[config.mk]
export PLATFORM = sky130hd
export DESIGN_NAME = fmt_parse
export DESIGN_NICKNAME = d
export VERILOG_FILES = /design/src/design/fmt_pkg.sv /design/src/design/fmt_parse.sv
export SDC_FILE = /design/constraint.sdc
export NUM_CORES = 1
export LEC_CHECK = 0
export BUFFER_PORTS_ARGS = -buffer_cell sky130_fd_sc_hd__buf_2
export CORE_AREA = 2 2 96 98
export DETAILED_ROUTE_END_ITERATION = 10
export DIE_AREA = 0 0 98 100
export PLACE_DENSITY = 0.62
export RECOVER_POWER = 50
export SYNTH_ARGS = -nofsm -noshare
export SYNTH_HDL_FRONTEND = slang
export SYNTH_SLANG_ARGS = --single-unit
[constraint.sdc]
create_clock -name vclk -period 1.4
set_input_delay 0.21 -clock vclk [all_inputs]
set_output_delay 0.21 -clock vclk [all_outputs]
set_load 0.05 [all_outputs]
[src/design/fmt_pkg.sv]
// ----------------------------------------------------------------------------
// fmt_pkg: shared types and constants of the flow metering table
// Table geometry, protocol constants, the flow key and the stored entry.
// ----------------------------------------------------------------------------
package fmt_pkg;

  localparam int unsigned TABLE_ENTRIES = 1024;
  localparam int unsigned IDX_W         = $clog2(TABLE_ENTRIES);
  localparam int unsigned CNT_W         = $clog2(TABLE_ENTRIES + 1);

  localparam logic [39:0] INTERVAL_RESET = 40'd60000000000;
  localparam logic [15:0] ETHERTYPE_IPV4 = 16'h0800;
  localparam logic [7:0]  PROTO_TCP      = 8'd6;
  localparam logic [7:0]  PROTO_UDP      = 8'd17;
  localparam logic [15:0] MIN_FRAME_LEN  = 16'd34;
  // Ethernet header plus both port words
  localparam logic [16:0] PORT_ROOM_BASE = 17'd18;

  typedef struct packed {
    logic [31:0] src_address;
    logic [31:0] dst_address;
    logic [15:0] sport;
    logic [15:0] dport;
    logic [7:0]  protocol;
  } flow_key_t;

  typedef struct packed {
    flow_key_t   key;
    logic [63:0] packets;
    logic [63:0] bytes;
    logic [63:0] start_ns;
  } entry_t;

endpackage

[src/design/fmt_parse.sv]
// ----------------------------------------------------------------------------
// fmt_parse: header check and flow key normalisation
// Decides whether a request is a countable TCP/UDP over IPv4 packet and
// builds its five-tuple key, swapped for the ingress direction.
// ----------------------------------------------------------------------------
module fmt_parse (
  input  logic [15:0]        frame_length_i,
  input  logic [15:0]        ether_type_i,
  input  logic [7:0]         ip_protocol_i,
  input  logic [3:0]         header_words_i,
  input  logic [31:0]        src_address_i,
  input  logic [31:0]        dst_address_i,
  input  logic [15:0]        sport_i,
  input  logic [15:0]        dport_i,
  input  logic               is_ingress_i,
  output logic               ok_o,
  output fmt_pkg::flow_key_t key_o
);
  import fmt_pkg::*;

  logic [16:0] need_len;

  // Room for both port words after the IP header
  assign need_len = PORT_ROOM_BASE + {11'd0, header_words_i, 2'b00};

  assign ok_o = (frame_length_i >= MIN_FRAME_LEN) &&
                (ether_type_i == ETHERTYPE_IPV4) &&
                ((ip_protocol_i == PROTO_TCP) || (ip_protocol_i == PROTO_UDP)) &&
                (need_len <= {1'b0, frame_length_i});

  // Swap source and destination for ingress
  always_comb begin
    key_o.protocol = ip_protocol_i;
    if (is_ingress_i) begin
      key_o.src_address = dst_address_i;
      key_o.dst_address = src_address_i;
      key_o.sport       = dport_i;
      key_o.dport       = sport_i;
    end else begin
      key_o.src_address = src_address_i;
      key_o.dst_address = dst_address_i;
      key_o.sport       = sport_i;
      key_o.dport       = dport_i;
    end
  end

endmodule

==> results_dict.tcl <==
set metrics [dict create \
    layout_min_cycle_time_ns 1.758 \
    cp_cell_sequence "buf_8 -> ha_4 -> ha_4 -> nand4b_1 -> o2bb2ai_2 -> a211oi_2 -> nor3_4 -> buf_6" \
    synth_top_area_share_pct 37.75 \
    crit_path_max_fanout 2 \
    post-cts-setup-buffers 0 \
    flops_and_latches 0 \
    synthesis.nets 299 \
    core_region_area_um2 8890 \
    via_count_of_the_first_global_routing_pass 2099 \
    chipWidth_um 98 \
    power_density_nw_per_um2 555.2 \
    path_delay_family "adder cells" \
    finalWirelength_mm 6.395 \
    dr_wl_met2_mm 3.501 \
    ctsHoldBuffers 0 \
    port-buffer-count 246 \
    peakVddDrop_mv 0.2799 \
    syn_inst 152 \
    synth_common_cells "mux2_1, mux2_4, buf_4" \
    leakagePower_nw 1.726 \
    final-instance-count-excl-fill 505 \
    type_of_the_setup_path_with_the_least_slack "in -> out" \
    finalMaxSlewViolations 0 \
    starting_density_of_the_core_pct 18.79 \
    worstSetupEndpointType "output port" \
    timing.max_cap.violations 0 \
    vias_per_cell 4.253 \
    netlist.top_cell.by_area "mux2_1" \
    n_antenna_cell 0 \
    dpl.cell_count 503 \
    fillers 938 \
    post-route-period-util_pct 125.6 \
    critical-path-max-stage-delay_ns 0.26 \
    num_vias 2148 \
    die_area_um2 9800 \
    worst-slew-pin-transition_ns 0.5993 \
    multiInputGateArea_um2 1555 \
    ys_top_cells_by_area "mux2_1, mux2_4, ha_1, buf_4, buf_6" \
    grt_pass1_wl_mm 9.570 \
    min-delay-path-class "in -> out" \
    routability_congestion_estimate_from_global_placement 0.8043 \
    pin_count_of_the_biggest_net_entering_global_routing 18 \
    rsz0062_at_grt "yes" \
    placement_rows 35 \
    timing.slew.headroom_pct 60.22 \
    synth.distinct_cells 22 \
    drt_iter0_drc 30 \
    p_total_mw 1.746 \
    globalRouteOverflowTotal 0 \
    synth_seq_area_share_pct 0 \
    syn-cell-area_um2 1670 \
    wl_per_cell_um 12.66 \
    finalHoldViolCount 0 \
    total_length_of_routed_met3_wires_um 458 \
    cpMaxStageDelayCell "ha_4" \
    detail_route.first_pass.iterations 4 \
    synth.most_common_cell "mux2_1" \
    final_layout_size_suffix_gt1_share_pct 76.65 \
    timing.critical_path.arrival_ns 1.55 \
    cp_data_required_time_ns 1.19 \
    final_critical_path_setup_slack_ns -0.3578 \
    post_synth.cell_area_avg_um2 10.99 \
    drtAntennaViolNets 0 \
    cp_common_cell "ha_4" \
    dp.final_hpwl_mm 5.639 \
    crit_path_start_kind "primary input" \
    groute.usage.overall_pct 11.33 \
    die-height_um 100 \
    number_of_synthesis_warnings 0 \
    area_growth_from_synthesis_to_final_layout_pct 88.31 \
    critical_path.n_buffers_inverters 2 \
    number_of_antenna_violations_at_the_first_check_in_global_routing 0 \
    topRoutingLayerUsed "met4" \
    timing.final.setup_violations 3 \
    run_status "finished, violations left" \
    fmaxAchievable_mhz 568.9 \
    place_ws_ns -0.5081 \
    wl_met1_mm 2.413 \
    seq_area_um2 0 \
    io_pins 246 \
    final.clkbuf_count 0 \
    post-route-drc-count 0 \
    failing_checks "setup timing" \
    final_nets 543 \
]
-- cell usage in the layout, fill, tap and decap left out, types with 2 or more instances in the layout --
| master | instances |
|---|---|
| nand2_1 | 2 |
| nor4bb_1 | 2 |
| ha_1 | 4 |
| ha_4 | 2 |
| nor4_1 | 5 |
| clkbuf_2 | 19 |
| buf_8 | 3 |
| nor4_2 | 2 |
| mux2_4 | 40 |
| nand4b_1 | 2 |
| buf_2 | 204 |
| mux2_1 | 56 |
| inv_1 | 6 |
| clkbuf_1 | 8 |
| o21ai_0 | 2 |
| buf_4 | 20 |
| buf_6 | 6 |
-- path summary, 6_finish.rpt --
path	from	to	slack [ns]	cells after the start
worst min-delay path	ip_protocol_i[6]	key_o[6]	0.81	2
worst max-delay path	header_words_i[3]	ok_o	-0.36	8
-- timing repair --
action,in CTS,in global routing
pin swaps,4,3
gates resized for setup,18,6
cloned,2,0
endpoints found under the setup margin,3,14
-- layout make-up --
class              count  area share, %
multi-input cells    127          49.44
repair buffers       261          45.43
well taps            111          4.415
inverters              6         0.7160
-- stage by stage --
stage | instance area, um2 | utilization, % | hold slack, ns | setup TNS, ns
floorplan | 1712 | - | 0.5871 | -0.3448
global placement | 3060 | 34.43 | 0.7251 | -0.5007
detailed placement | 3060 | 34.43 | 0.7252 | -0.5142
CTS | 3177 | 35.74 | 0.7254 | -0.4148
global route | 3146 | 35.38 | 0.8178 | -1.128
finish | 3146 | 35.38 | 0.8092 | -0.3674
-- kinds of logic after synthesis --
kind of cell | after synthesis | synth area share (%)
fa+ha+maj | 6 | 4.494
simple gates | 18 | 8.839
buf+inv | 25 | 10.11
mux | 96 | 73.71
compound gates | 7 | 2.846
-- metal layers --
layer,GRT usage (%),vias to the layer above
met5,0,-
met4,0.8547,0
met3,1.184,2
met2,22.66,114
met1,13.46,960
li1,-,1072
-- power by group --
| part | internal, mW | switching, mW | total, mW |
|---|---|---|---|
| registers | 0 | 0 | 0 |
| clock network | 0 | 0 | 0 |
| logic | 0.590 | 1.16 | 1.75 |
| total | 0.590 | 1.16 | 1.75 |
(Power assumes the default switching activity.)
